$ cat config.mk
export PLATFORM = sky130hd
export DESIGN_NAME = modular_exponentiation_top_flat
export DESIGN_NICKNAME = d
export VERILOG_FILES = /design/src/mme_pkg.sv /design/src/mme_if.sv /design/src/mme_mulmod.sv /design/src/mme_datapath.sv /design/src/mme_ctrl.sv /design/src/modular_exponentiation_top.sv /design/src/flat_wrapper.sv
export SDC_FILE = /design/constraint.sdc
export NUM_CORES = 1
export LEC_CHECK = 0
export BUFFER_PORTS_ARGS = -buffer_cell sky130_fd_sc_hd__clkbuf_2
export CAP_MARGIN = 20
export CORE_MARGIN = 2
export CORE_UTILIZATION = 45
export CTS_BUF_LIST = sky130_fd_sc_hd__clkbuf_2
export DETAILED_ROUTE_END_ITERATION = 10
export PLACE_DENSITY = 0.72
export RECOVER_POWER = 50
export SLEW_MARGIN = 15
export SYNTH_ARGS = -nofsm -noshare
export SYNTH_HDL_FRONTEND = slang
export SYNTH_HIERARCHICAL = 1
export SYNTH_SLANG_ARGS = --single-unit
$ cat constraint.sdc
create_clock -name clk -period 9.05 [get_ports clk]
set_clock_uncertainty 0.1 [all_clocks]
set_input_delay 0.4525 -clock clk [delete_from_list [all_inputs] [get_ports clk]]
set_output_delay 0.4525 -clock clk [all_outputs]
set_load 0.05 [all_outputs]
$ cat src/mme_pkg.sv
// Shared types and constants for the modular exponentiation block.
// No dependencies; compiled first.
`default_nettype none

package mme_pkg;

    // Width of the data fields on the request channels
    localparam int unsigned IF_BITS = 32;

    // Commands from the controller to the datapath
    typedef struct packed {
        logic load;       // capture a new request, acc <= 1
        logic mul_start;  // clear both multipliers and latch their b operands
        logic mul_step;   // one bit step of both multipliers
        logic red_sel;    // unit B reduces the base (a = 1, b = base)
        logic take_red;   // sq <= reduced base
        logic take_bit;   // update sq and, on a set exponent bit, acc; shift the exponent
        logic write_out;  // load the output register
    } ctrl_cmd_t;

    // Status from the datapath to the controller
    typedef struct packed {
        logic mod_zero;
        logic exp_zero;
    } dp_status_t;

endpackage

`default_nettype wire

$ cat src/mme_if.sv
// Request channel interfaces: operands in, result out.
// Depends on mme_pkg for the field width.
`default_nettype none

interface mme_in_if;
    import mme_pkg::*;
    logic               valid;
    logic               ready;
    logic [IF_BITS-1:0] base;
    logic [IF_BITS-1:0] exponent;
    logic [IF_BITS-1:0] modulus;

    modport source (output valid, base, exponent, modulus, input ready);
    modport sink   (input valid, base, exponent, modulus, output ready);
endinterface

interface mme_out_if;
    import mme_pkg::*;
    logic               valid;
    logic               ready;
    logic [IF_BITS-1:0] power_mod;
    logic               bad_modulus;

    modport source (output valid, power_mod, bad_modulus, input ready);
    modport sink   (input valid, power_mod, bad_modulus, output ready);
endinterface

`default_nettype wire

$ cat src/mme_mulmod.sv
// Bit-serial modular multiplier: (a * b) mod m in WORD_BITS steps, top bit of b first.
// Requires p < m and a <= m; no package dependency.
`default_nettype none

module mme_mulmod #(
    parameter int unsigned WORD_BITS = 32
) (
    input  wire logic                 clk,
    input  wire logic                 load,
    input  wire logic                 step,
    input  wire logic [WORD_BITS-1:0] a,
    input  wire logic [WORD_BITS-1:0] b,
    input  wire logic [WORD_BITS-1:0] m,
    output logic      [WORD_BITS-1:0] prod
);

    localparam int unsigned TW = WORD_BITS + 2;

    logic [WORD_BITS-1:0] prod_reg, prod_next;
    logic [WORD_BITS-1:0] b_reg, b_next;
    logic [TW-1:0]        t, d1, d2;

    // t = 2p + bit*a < 3m; pick t, t-m or t-2m, whichever lands in [0, m)
    always_comb
    begin
        t  = {1'b0, prod_reg, 1'b0} + (b_reg[WORD_BITS-1] ? {2'b00, a} : '0);
        d1 = t - {2'b00, m};
        d2 = t - {1'b0, m, 1'b0};
        prod_next = prod_reg;
        b_next    = b_reg;
        if (load)
        begin
            prod_next = '0;
            b_next    = b;
        end
        else if (step)
        begin
            b_next = {b_reg[WORD_BITS-2:0], 1'b0};
            priority if (!d2[TW-1])
                prod_next = d2[WORD_BITS-1:0];
            else if (!d1[TW-1])
                prod_next = d1[WORD_BITS-1:0];
            else
                prod_next = t[WORD_BITS-1:0];
        end
    end

    always_ff @(posedge clk)
    begin
        prod_reg <= prod_next;
        b_reg    <= b_next;
    end

    assign prod = prod_reg;

endmodule

`default_nettype wire

$ cat src/mme_datapath.sv
// Datapath: operand registers, accumulator, square register, two modular multipliers
// and the output payload register. Depends on mme_pkg and mme_mulmod.
`default_nettype none

module mme_datapath #(
    parameter int unsigned WORD_BITS = 32
) (
    input  wire logic                         clk,
    input  wire logic                         rst_n,
    input  wire logic [mme_pkg::IF_BITS-1:0]  in_base,
    input  wire logic [mme_pkg::IF_BITS-1:0]  in_exponent,
    input  wire logic [mme_pkg::IF_BITS-1:0]  in_modulus,
    input  wire mme_pkg::ctrl_cmd_t           cmd,
    output mme_pkg::dp_status_t               status,
    output logic      [mme_pkg::IF_BITS-1:0]  power_mod,
    output logic                              bad_modulus
);
    import mme_pkg::*;

    localparam int unsigned IW = (WORD_BITS > IF_BITS) ? WORD_BITS : IF_BITS;

    logic [WORD_BITS-1:0] base_reg, exp_reg, mod_reg, acc_reg, sq_reg;
    logic [WORD_BITS-1:0] base_next, exp_next, mod_next, acc_next, sq_next;
    logic [IF_BITS-1:0]   res_reg, res_next;
    logic                 bad_reg, bad_next;
    logic [IW-1:0]        base_x, exp_x, mod_x, acc_x;
    logic [WORD_BITS-1:0] b_a_op, b_b_op;
    logic [WORD_BITS-1:0] prod_a, prod_b;

    // Inputs are taken in their low WORD_BITS bits
    assign base_x = IW'(in_base);
    assign exp_x  = IW'(in_exponent);
    assign mod_x  = IW'(in_modulus);
    assign acc_x  = IW'(acc_reg);

    // Unit A: acc * sq.  Unit B: sq * sq, or base mod m while reducing.
    assign b_a_op = cmd.red_sel ? WORD_BITS'(1) : sq_reg;
    assign b_b_op = cmd.red_sel ? base_reg : sq_reg;

    mme_mulmod #(.WORD_BITS(WORD_BITS)) u_mul_acc (
        .clk  (clk),
        .load (cmd.mul_start),
        .step (cmd.mul_step),
        .a    (acc_reg),
        .b    (sq_reg),
        .m    (mod_reg),
        .prod (prod_a)
    );

    mme_mulmod #(.WORD_BITS(WORD_BITS)) u_mul_sq (
        .clk  (clk),
        .load (cmd.mul_start),
        .step (cmd.mul_step),
        .a    (b_a_op),
        .b    (b_b_op),
        .m    (mod_reg),
        .prod (prod_b)
    );

    // Register updates
    always_comb
    begin
        base_next = base_reg;
        exp_next  = exp_reg;
        mod_next  = mod_reg;
        acc_next  = acc_reg;
        sq_next   = sq_reg;
        res_next  = res_reg;
        bad_next  = bad_reg;
        if (cmd.load)
        begin
            base_next = base_x[WORD_BITS-1:0];
            exp_next  = exp_x[WORD_BITS-1:0];
            mod_next  = mod_x[WORD_BITS-1:0];
            acc_next  = WORD_BITS'(1);
        end
        if (cmd.take_red)
            sq_next = prod_b;
        if (cmd.take_bit)
        begin
            sq_next  = prod_b;
            exp_next = {1'b0, exp_reg[WORD_BITS-1:1]};
            if (exp_reg[0])
                acc_next = prod_a;
        end
        if (cmd.write_out)
        begin
            bad_next = (mod_reg == '0);
            res_next = (mod_reg == '0) ? '0 : acc_x[IF_BITS-1:0];
        end
    end

    always_ff @(posedge clk)
    begin
        base_reg <= base_next;
        exp_reg  <= exp_next;
        mod_reg  <= mod_next;
        acc_reg  <= acc_next;
        sq_reg   <= sq_next;
        res_reg  <= res_next;
        bad_reg  <= bad_next;
    end

    assign status.mod_zero = (mod_reg == '0);
    assign status.exp_zero = (exp_reg == '0);
    assign power_mod       = res_reg;
    assign bad_modulus     = bad_reg;

    // Reduced square stays below the modulus
    a_sq_reduced: assert property (@(posedge clk) disable iff (!rst_n)
        (cmd.take_red || cmd.take_bit) |=> (sq_reg < mod_reg))
        else $error("square register not reduced");

    // Accumulator is below the modulus after a multiply was taken
    a_acc_reduced: assert property (@(posedge clk) disable iff (!rst_n)
        (cmd.take_bit && exp_reg[0]) |=> (acc_reg < mod_reg))
        else $error("accumulator not reduced");

    // Partial products stay reduced during the exponent multiply passes
    a_prod_reduced: assert property (@(posedge clk) disable iff (!rst_n)
        (cmd.mul_step && !cmd.red_sel) |=> (prod_a < mod_reg && prod_b < mod_reg))
        else $error("partial product out of range");

endmodule

`default_nettype wire

$ cat src/mme_ctrl.sv
// Controller: sequences load, base reduction, one multiply pass per significant
// exponent bit and the output register handshake. Depends on mme_pkg.
`default_nettype none

module mme_ctrl #(
    parameter int unsigned WORD_BITS = 32
) (
    input  wire logic                clk,
    input  wire logic                rst_n,
    input  wire logic                in_valid,
    output logic                     in_ready,
    output logic                     out_valid,
    input  wire logic                out_ready,
    input  wire mme_pkg::dp_status_t status,
    output mme_pkg::ctrl_cmd_t       cmd
);
    import mme_pkg::*;

    localparam int unsigned CW = $clog2(WORD_BITS);

    typedef enum logic [6:0] {
        S_IDLE  = 7'b0000001,
        S_SETUP = 7'b0000010,
        S_RED   = 7'b0000100,
        S_SQ    = 7'b0001000,
        S_CHK   = 7'b0010000,
        S_MUL   = 7'b0100000,
        S_DONE  = 7'b1000000
    } state_t;

    state_t         state_reg, state_next;
    logic [CW-1:0]  cnt_reg, cnt_next;
    logic           out_valid_reg, out_valid_next;
    logic           upd_reg, upd_next;
    logic           cnt_last;
    logic           out_free;

    assign cnt_last = (cnt_reg == CW'(WORD_BITS - 1));
    assign out_free = !out_valid_reg || out_ready;

    // Next state and commands
    always_comb
    begin
        state_next = state_reg;
        cnt_next   = '0;
        upd_next   = 1'b0;
        cmd        = '0;
        in_ready   = 1'b0;
        unique case (state_reg)
            S_IDLE:
            begin
                in_ready = 1'b1;
                if (in_valid)
                begin
                    cmd.load   = 1'b1;
                    state_next = S_SETUP;
                end
            end
            S_SETUP:
            begin
                if (status.mod_zero)
                    state_next = S_DONE;
                else
                begin
                    cmd.mul_start = 1'b1;
                    cmd.red_sel   = 1'b1;
                    state_next    = S_RED;
                end
            end
            S_RED:
            begin
                cmd.mul_step = 1'b1;
                cmd.red_sel  = 1'b1;
                cnt_next     = cnt_reg + CW'(1);
                if (cnt_last)
                begin
                    cnt_next   = '0;
                    state_next = S_SQ;
                end
            end
            S_SQ:
            begin
                cmd.take_red = 1'b1;
                state_next   = S_CHK;
            end
            S_CHK:
            begin
                // upd_reg: a multiply pass just finished, take its results first
                if (upd_reg)
                    cmd.take_bit = 1'b1;
                else if (status.exp_zero)
                    state_next = S_DONE;
                else
                begin
                    cmd.mul_start = 1'b1;
                    state_next    = S_MUL;
                end
            end
            S_MUL:
            begin
                cmd.mul_step = 1'b1;
                cnt_next     = cnt_reg + CW'(1);
                if (cnt_last)
                begin
                    cnt_next   = '0;
                    upd_next   = 1'b1;
                    state_next = S_CHK;
                end
            end
            S_DONE:
            begin
                if (out_free)
                begin
                    cmd.write_out = 1'b1;
                    state_next    = S_IDLE;
                end
            end
            default:
                state_next = S_IDLE;
        endcase
    end

    // Output register valid
    always_comb
    begin
        out_valid_next = out_valid_reg;
        if (cmd.write_out)
            out_valid_next = 1'b1;
        else if (out_ready)
            out_valid_next = 1'b0;
    end

    always_ff @(posedge clk or negedge rst_n)
    begin
        if (!rst_n)
        begin
            state_reg     <= S_IDLE;
            cnt_reg       <= '0;
            upd_reg       <= 1'b0;
            out_valid_reg <= 1'b0;
        end
        else
        begin
            state_reg     <= state_next;
            cnt_reg       <= cnt_next;
            upd_reg       <= upd_next;
            out_valid_reg <= out_valid_next;
        end
    end

    assign out_valid = out_valid_reg;

    // A pending result is never overwritten
    a_no_overwrite: assert property (@(posedge clk) disable iff (!rst_n)
        cmd.write_out |-> (!out_valid_reg || out_ready))
        else $error("output register overwritten");

    // A multiply pass always starts from a zero step count
    a_cnt_start: assert property (@(posedge clk) disable iff (!rst_n)
        cmd.mul_start |=> (cnt_reg == '0 && cmd.mul_step))
        else $error("multiply pass started with stale count");

    // Exponent bits are consumed only right after a full pass
    a_take_after_pass: assert property (@(posedge clk) disable iff (!rst_n)
        cmd.take_bit |-> ($past(state_reg) == S_MUL && $past(cnt_last)))
        else $error("exponent bit taken without a finished pass");

endmodule

`default_nettype wire

$ cat src/modular_exponentiation_top.sv
// Modular exponentiation, right-to-left square-and-multiply with bit-serial reduction.
// Order: base reduction, then one multiply pass per significant exponent bit, then the
// output write (W = WORD_BITS); a zero modulus goes straight to the output write.
// Throughput: one request at a time; each significant exponent bit costs one W-step pass
// of the two serial multipliers, which run the acc and square products side by side.
// Reset: rst_n asynchronous, clears controller and output valid; no clearing pass.
`default_nettype none

module modular_exponentiation_top #(
    parameter int unsigned WORD_BITS = 32
) (
    input  wire logic  clk,
    input  wire logic  rst_n,
    mme_in_if.sink     operands,
    mme_out_if.source  result
);
    import mme_pkg::*;

    ctrl_cmd_t  cmd;
    dp_status_t status;

    mme_ctrl #(.WORD_BITS(WORD_BITS)) u_ctrl (
        .clk       (clk),
        .rst_n     (rst_n),
        .in_valid  (operands.valid),
        .in_ready  (operands.ready),
        .out_valid (result.valid),
        .out_ready (result.ready),
        .status    (status),
        .cmd       (cmd)
    );

    mme_datapath #(.WORD_BITS(WORD_BITS)) u_datapath (
        .clk         (clk),
        .rst_n       (rst_n),
        .in_base     (operands.base),
        .in_exponent (operands.exponent),
        .in_modulus  (operands.modulus),
        .cmd         (cmd),
        .status      (status),
        .power_mod   (result.power_mod),
        .bad_modulus (result.bad_modulus)
    );

endmodule

`default_nettype wire

$ cat src/flat_wrapper.sv
// flat-port wrapper written by rule: the top's interface ports become plain ports
module modular_exponentiation_top_flat import mme_pkg::*;
#(
    parameter int unsigned WORD_BITS = 32
)
  (clk, rst_n, operands_valid, operands_base, operands_exponent, operands_modulus, operands_ready, result_valid, result_power_mod, result_bad_modulus, result_ready);
  mme_in_if operands_i ();
  mme_out_if result_i ();
  input  wire logic clk;
  input  wire logic rst_n;
  input wire logic [$bits(operands_i.valid)-1:0] operands_valid;
  input wire logic [$bits(operands_i.base)-1:0] operands_base;
  input wire logic [$bits(operands_i.exponent)-1:0] operands_exponent;
  input wire logic [$bits(operands_i.modulus)-1:0] operands_modulus;
  output wire logic [$bits(operands_i.ready)-1:0] operands_ready;
  output wire logic [$bits(result_i.valid)-1:0] result_valid;
  output wire logic [$bits(result_i.power_mod)-1:0] result_power_mod;
  output wire logic [$bits(result_i.bad_modulus)-1:0] result_bad_modulus;
  input wire logic [$bits(result_i.ready)-1:0] result_ready;
  assign operands_i.valid = operands_valid;
  assign operands_i.base = operands_base;
  assign operands_i.exponent = operands_exponent;
  assign operands_i.modulus = operands_modulus;
  assign operands_ready = operands_i.ready;
  assign result_valid = result_i.valid;
  assign result_power_mod = result_i.power_mod;
  assign result_bad_modulus = result_i.bad_modulus;
  assign result_i.ready = result_ready;
  modular_exponentiation_top #(.WORD_BITS(WORD_BITS)) u_core (.clk(clk), .rst_n(rst_n), .operands(operands_i), .result(result_i));
endmodule
-- Yosys cells after proc, flatten, opt, wreduce, memory -nomap -nowiden
Cells that the tools add are included.
W data, S select, Z words.
- reduce and logical (&&, ||, !) cells: 10
- add/sub/neg operators: 7
- eq/ne operators: 13
- multiplexer cells: 47
- $mul: 0
- div/mod/pow operators: 0
- shifts and indexed selects: 0
- bitwise operators: 0
- $lt $le $gt $ge: 0
- operators by type and width (kind ; count):
    $mux W32 ; 17
    $add A33 B32 Y34 ; 2
    $sub A34 B32 Y34 ; 2
    $sub A34 B33 Y34 ; 2
    $logic_not A32 Y1 ; 2
    $mux W31 ; 2
    $mux W7 ; 7
    $pmux W7 S7 ; 1
    $mux W1 ; 16
    $mux W5 ; 2
    $ne A2 B2 Y1 const B ; 5
    $reduce_bool A2 Y1 ; 4
    $eq A7 B1 Y1 const B ; 1
    $eq A7 B2 Y1 const B ; 1
    $eq A7 B3 Y1 const B ; 1
    $eq A7 B4 Y1 const B ; 1
    $eq A7 B5 Y1 const B ; 1
    $eq A7 B6 Y1 const B ; 1
    $eq A7 B7 Y1 const B ; 1
    $add A5 B1 Y5 const B ; 1
    $eq A5 B5 Y1 const B ; 1
    $reduce_and A5 Y1 ; 1
    $pmux W1 S2 ; 2
    $reduce_or A2 Y1 ; 1
    2 further kinds ; 2
- logic and storage cells: 93
- register bits after elaboration: 335
- memories kept: 0
- bits in latches: 0
- bits in read-only memories: 0
- input port bits: 100
- bits in writable memories: 0

-- Depth between registers and ports, before layout
- depth in word-level cells: 9
- mapped depth: 33
- mapped depth without buffers: 29

-- By module
Netlist, hierarchy kept.
- modules (own cells, without submodules) (module ; cells each ; times used ; area each (sq um)):
    mme_mulmod (u_core.u_datapath.u_mul_acc) ; 960 ; 1 ; 7955.1
    mme_mulmod (u_core.u_datapath.u_mul_sq) ; 947 ; 1 ; 7931.4
    mme_datapath ; 470 ; 1 ; 7357.1
    mme_ctrl ; 78 ; 1 ; 793.3

-- Least setup slack after synthesis
Ideal clock, no wire load.
- path kind: flip-flop to flip-flop
- start: register u_core.u_datapath.mod_reg[0]
- end: register u_core.u_datapath.u_mul_sq.prod_reg[2], in the netlist u_core/u_datapath/u_mul_sq/prod[2]
- period minus slack after synthesis: 6.637 ns
- data required time: 8.859 ns
- arrival time: 6.446 ns
- path slack: 2.413 ns
- stages on the path, launching flop included: 29
- cell sequence: edfxtp_1 nor4_1 and4_4 and2_2 nand3b_1 nand2_1 buf_2 buf_2 nor2b_1 and2_1 ha_1 a21o_1 or2_2 o2111ai_2 a21boi_1 a31o_1 a221o_1 a41o_1 nor3_1 ha_1 clkbuf_1 a21o_1 a21o_1 a2111o_1 o221ai_1 xor2_1 buf_2 nand2_1 a311oi_1
- RTL lines (what ; line ; source):
    from (decl) ; mme_datapath.sv:22 ; logic [WORD_BITS-1:0] base_reg, exp_reg, mod_reg, acc_reg, sq_reg;
    from (signal assigned) ; mme_datapath.sv:97 ; mod_reg <= mod_next;
    to (signal assigned) ; mme_mulmod.sv:50 ; prod_reg <= prod_next;
    to (decl) ; mme_mulmod.sv:19 ; logic [WORD_BITS-1:0] prod_reg, prod_next;

==> results.py <==
metrics = {
    "clock_tree": {
        "numCtsBuffers": 93,
        "post_cts_buffers": 0,
        "cts.path.max_buffers": 3,
        "cts_tree": "built",
        "ctsRootBufferMaster": "sky130_fd_sc_hd__clkbuf_2",
        "worst_setup_hold_path_clk_slew_ps": 120,
        "clk-insertion-delay-late_ps": 1130,
        "ctsHtreeMaxLevel": 3,
        "tritoncts_num_sinks": 335,
    },
    "sta": {
        "timing.final.crit_share": 0.9187,
        "unrepaired_setup_endpoints_after_global_routing": "no",
        "clock.fmax_mhz": 120.3,
        "finalCriticalPeriod_ps": 8314,
        "timing.final.hold_violations": 0,
        "tightest_pin_transition_ps": 3023,
        "finalMaxSlewViolations": 204,
        "finalSetupViolCount": 0,
        "finalSetupTns_ps": 0,
        "finalWorstSetupSlack_ps": 735.8,
        "slew_headroom": -1.015,
    },
    "setup_path": {
        "slowest_delay_ps": 670,
        "cp_slowest_cell": "sky130_fd_sc_hd__a41oi_4",
        "cp_data_arrival_time_ps": 9070,
        "worst_setup_path_start_kind": "flip-flop",
        "reg2regPathDepth": 29,
        "timing.critical_path.to_type": "flip-flop",
        "worst_ep_required_time_ps": 9810,
        "criticalPathCategory": "reg2reg",
        "critical_path_peak_fanout": 32,
    },
    "placed_design": {
        "place.gp.congestion": 0.9427,
        "worst_setup_slack_before_clock_tree_synthesis_ps": 796.6,
        "numPortBuffers": 134,
        "half_perimeter_wire_length_of_the_detailed_placement_result_um": 48030,
    },
    "die": {
        "dieWidth_um": 235.1,
        "core_area_um2": 52660,
        "dieArea_um2": 55280,
        "start_util": 0.4565,
        "io_pins": 135,
        "dieHeight_um": 235.1,
        "placementRows": 84,
    },
    "global_routing": {
        "grt_antenna_before_repair": 4,
        "pin_count_of_the_biggest_net_entering_global_routing": 73,
        "grt_usage": 0.2308,
        "grt_first_pass_wirelength_um": 104000,
        "overflow": 0,
        "grt_pass1_vias": 20290,
    },
    "layout": {
        "final_cell_mix": "224 x sky130_fd_sc_hd__edfxtp_1, 215 x sky130_fd_sc_hd__clkbuf_2, 192 x sky130_fd_sc_hd__ha_1",
        "layout_commonest_cell": "sky130_fd_sc_hd__edfxtp_1",
        "area_delta_synth_final_pct": 15.40,
        "drive_above_1_share": 0.1383,
        "fillCellCount": 4847,
        "fin_nets": 3087,
    },
    "status": {
        "violations": "max-capacitance violations, max-slew violations",
        "status": "complete, but fails checks",
    },
    "synthesis": {
        "synthesized_instance_count": 2455,
        "synthFlopType": "sky130_fd_sc_hd__edfxtp_1",
        "syn_area_um2": 24040,
        "synth.yosys.warnings": 6,
        "ys_seq_elements": 335,
        "sequential_to_total_area_share_from_yosys_stat": 0.3753,
        "synth_enable_flop_cells": 224,
        "synthArstFlopShare": 0.04179,
        "yosysUniqueCellTypes": 104,
        "avgSynthCellArea_um2": 9.791,
        "synth.net_count": 2753,
    },
    "run": {
        "max_cap_viol_count": 5,
    },
    "detailed_routing": {
        "drcViolationCount": 0,
        "dr_total_vias": 20400,
        "route.detailed.vias_per_inst": 5.732,
        "drt-initial-drc-count": 1364,
        "drt-total-wl_um": 65460,
        "detailedRoute.firstPassIterationCount": 5,
        "wl_per_cell_um": 18.40,
        "ant_nets": 0,
    },
    "worst_hold_path": {
        "depth_of_the_worst_hold_timing_path": 3,
        "hold_class": "in2reg",
    },
    "power": {
        "vdd.ir_drop.worst_mv": 0.1584,
        "p_leak_nw": 11.75,
        "p_per_area_nw_per_um2": 326.3,
    },
}
-- metal layers --
layer / vias up / global-route usage / part of all wire
met5: - / 0 / 0
met1: 9759 / 0.2913 / 0.44
met2: 599 / 0.3972 / 0.48
li1: 9915 / - / -
met3: 123 / 0.04139 / 0.052
met4: 0 / 0.07863 / 0.027
-- metrics by stage --
step	cells	hold WS (ps)	cell area (um^2)	power (mW)	utilization
after floorplan	2455	56.91	24040	6.508	-
after global placement	3212	268.7	25300	7.725	0.4804
after detailed placement	3212	281.4	25300	7.817	0.4804
after CTS	3552	0.6696	27840	9.047	0.5288
after global routing	3558	-4.152	27740	9.776	0.5268
final	3558	128.5	27740	9.053	0.5268
-- kinds of logic (layout without fill, tap and decap cells) --
| logic type | after synthesis | count (layout) | synth area share |
|---|---|---|---|
| xor+xnor | 165 | 165 | 0.06075 |
| fa+ha+maj | 198 | 198 | 0.1049 |
| buf+inv | 206 | 615 | 0.03805 |
| mux | 132 | 132 | 0.06012 |
| flops | 335 | 335 | 0.3753 |
| compound gates | 785 | 785 | 0.2211 |
| simple gates | 634 | 634 | 0.1398 |
| other cells | 0 | 6 | 0 |
-- synthesized netlist by cell type (13+ instances only) --
library cell               number  area share
sky130_fd_sc_hd__ha_1         192        0.10
sky130_fd_sc_hd__buf_2         18      0.0037
sky130_fd_sc_hd__clkbuf_1      48      0.0075
sky130_fd_sc_hd__mux2i_1       33       0.014
sky130_fd_sc_hd__nand3_1       47      0.0098
sky130_fd_sc_hd__nor2_1       100       0.016
sky130_fd_sc_hd__nand4_1       22      0.0057
sky130_fd_sc_hd__dfxtp_1       97       0.081
sky130_fd_sc_hd__o21ai_1       14      0.0029
sky130_fd_sc_hd__a22oi_1       30      0.0094
sky130_fd_sc_hd__nor2b_1       59       0.015
sky130_fd_sc_hd__a21boi_1      20      0.0062
sky130_fd_sc_hd__xor2_1        65       0.024
sky130_fd_sc_hd__nand2_1      156       0.024
sky130_fd_sc_hd__dfrtp_1       13       0.014
sky130_fd_sc_hd__inv_1        116       0.018
sky130_fd_sc_hd__edfxtp_1     224        0.28
sky130_fd_sc_hd__o21a_1        26      0.0081
sky130_fd_sc_hd__a21o_1       106       0.033
sky130_fd_sc_hd__o211ai_1      27      0.0084
sky130_fd_sc_hd__xnor2_1       98       0.036
sky130_fd_sc_hd__nor4_1        18      0.0047
sky130_fd_sc_hd__a31oi_1       20      0.0052
sky130_fd_sc_hd__a21boi_0      16      0.0050
sky130_fd_sc_hd__a211oi_1      31      0.0097
sky130_fd_sc_hd__nand2b_1      57       0.015
sky130_fd_sc_hd__a221o_1       15      0.0062
sky130_fd_sc_hd__nor3_1        28      0.0058
sky130_fd_sc_hd__and2_1        72       0.019
sky130_fd_sc_hd__o21ai_0      161       0.034
sky130_fd_sc_hd__and3_1        16      0.0042
sky130_fd_sc_hd__a21oi_1      174       0.036
sky130_fd_sc_hd__o21bai_1      23      0.0072
sky130_fd_sc_hd__mux2_2        97       0.045
-- where the power goes --
part           switching, mW  internal (mW)  total (mW)  leakage [nW]
Clock                  0.691          0.423        1.11         0.629
Sequential             0.221           2.06        2.28          3.05
Combinational           3.32           2.33        5.65          8.07
-- layout make-up --
cell class | count | area [um^2] | area share
antenna | 6 | 15.01 | 0.0005413
clock buffer | 131 | 655.6 | 0.02364
sequential | 335 | 9020 | 0.3252
inverter | 116 | 435.4 | 0.01570
multi-input combinational | 1914 | 14090 | 0.5078
tap | 688 | 860.8 | 0.03103
timing repair buffer | 329 | 2479 | 0.08936
clock inverter | 39 | 186.4 | 0.006721
-- final timing paths --
kind,slack [ps],end,startpoint
min,130,u_core/u_datapath/exp_reg[2],operands_exponent[2]
max,740,u_core/u_datapath/u_mul_sq/prod[21],u_core/u_datapath/mod_reg[25]
min reg2reg,370,u_core/u_datapath/acc_reg[30],u_core/u_datapath/u_mul_acc/prod[30]
max reg2reg,740,u_core/u_datapath/u_mul_sq/prod[21],u_core/u_datapath/mod_reg[25]
min in group asynchronous,330,u_core/u_ctrl/cnt_reg[0],rst_n
max in group asynchronous,8050,u_core/u_ctrl/cnt_reg[4],rst_n
-- critical path, delay by kind of cell, from the launching register on --
| family | cells | cell delay, ps |
|---|---|---|
| DFF | 1 | 460 |
| xor gates and xnor gates | 1 | 210 |
| buffers and inverters | 1 | 320 |
| adders and majority gates | 2 | 630 |
| and+or+nand+nor | 11 | 2890 |
| AOI/OAI and AO/OA | 14 | 3470 |
-- what timing repair did --
item	CTS	global route
resized for setup	0	1
hold buffers	170	0
hold endpoints to repair	146	0
endpoints found under the setup margin	0	2
(Power assumes the default switching activity.)
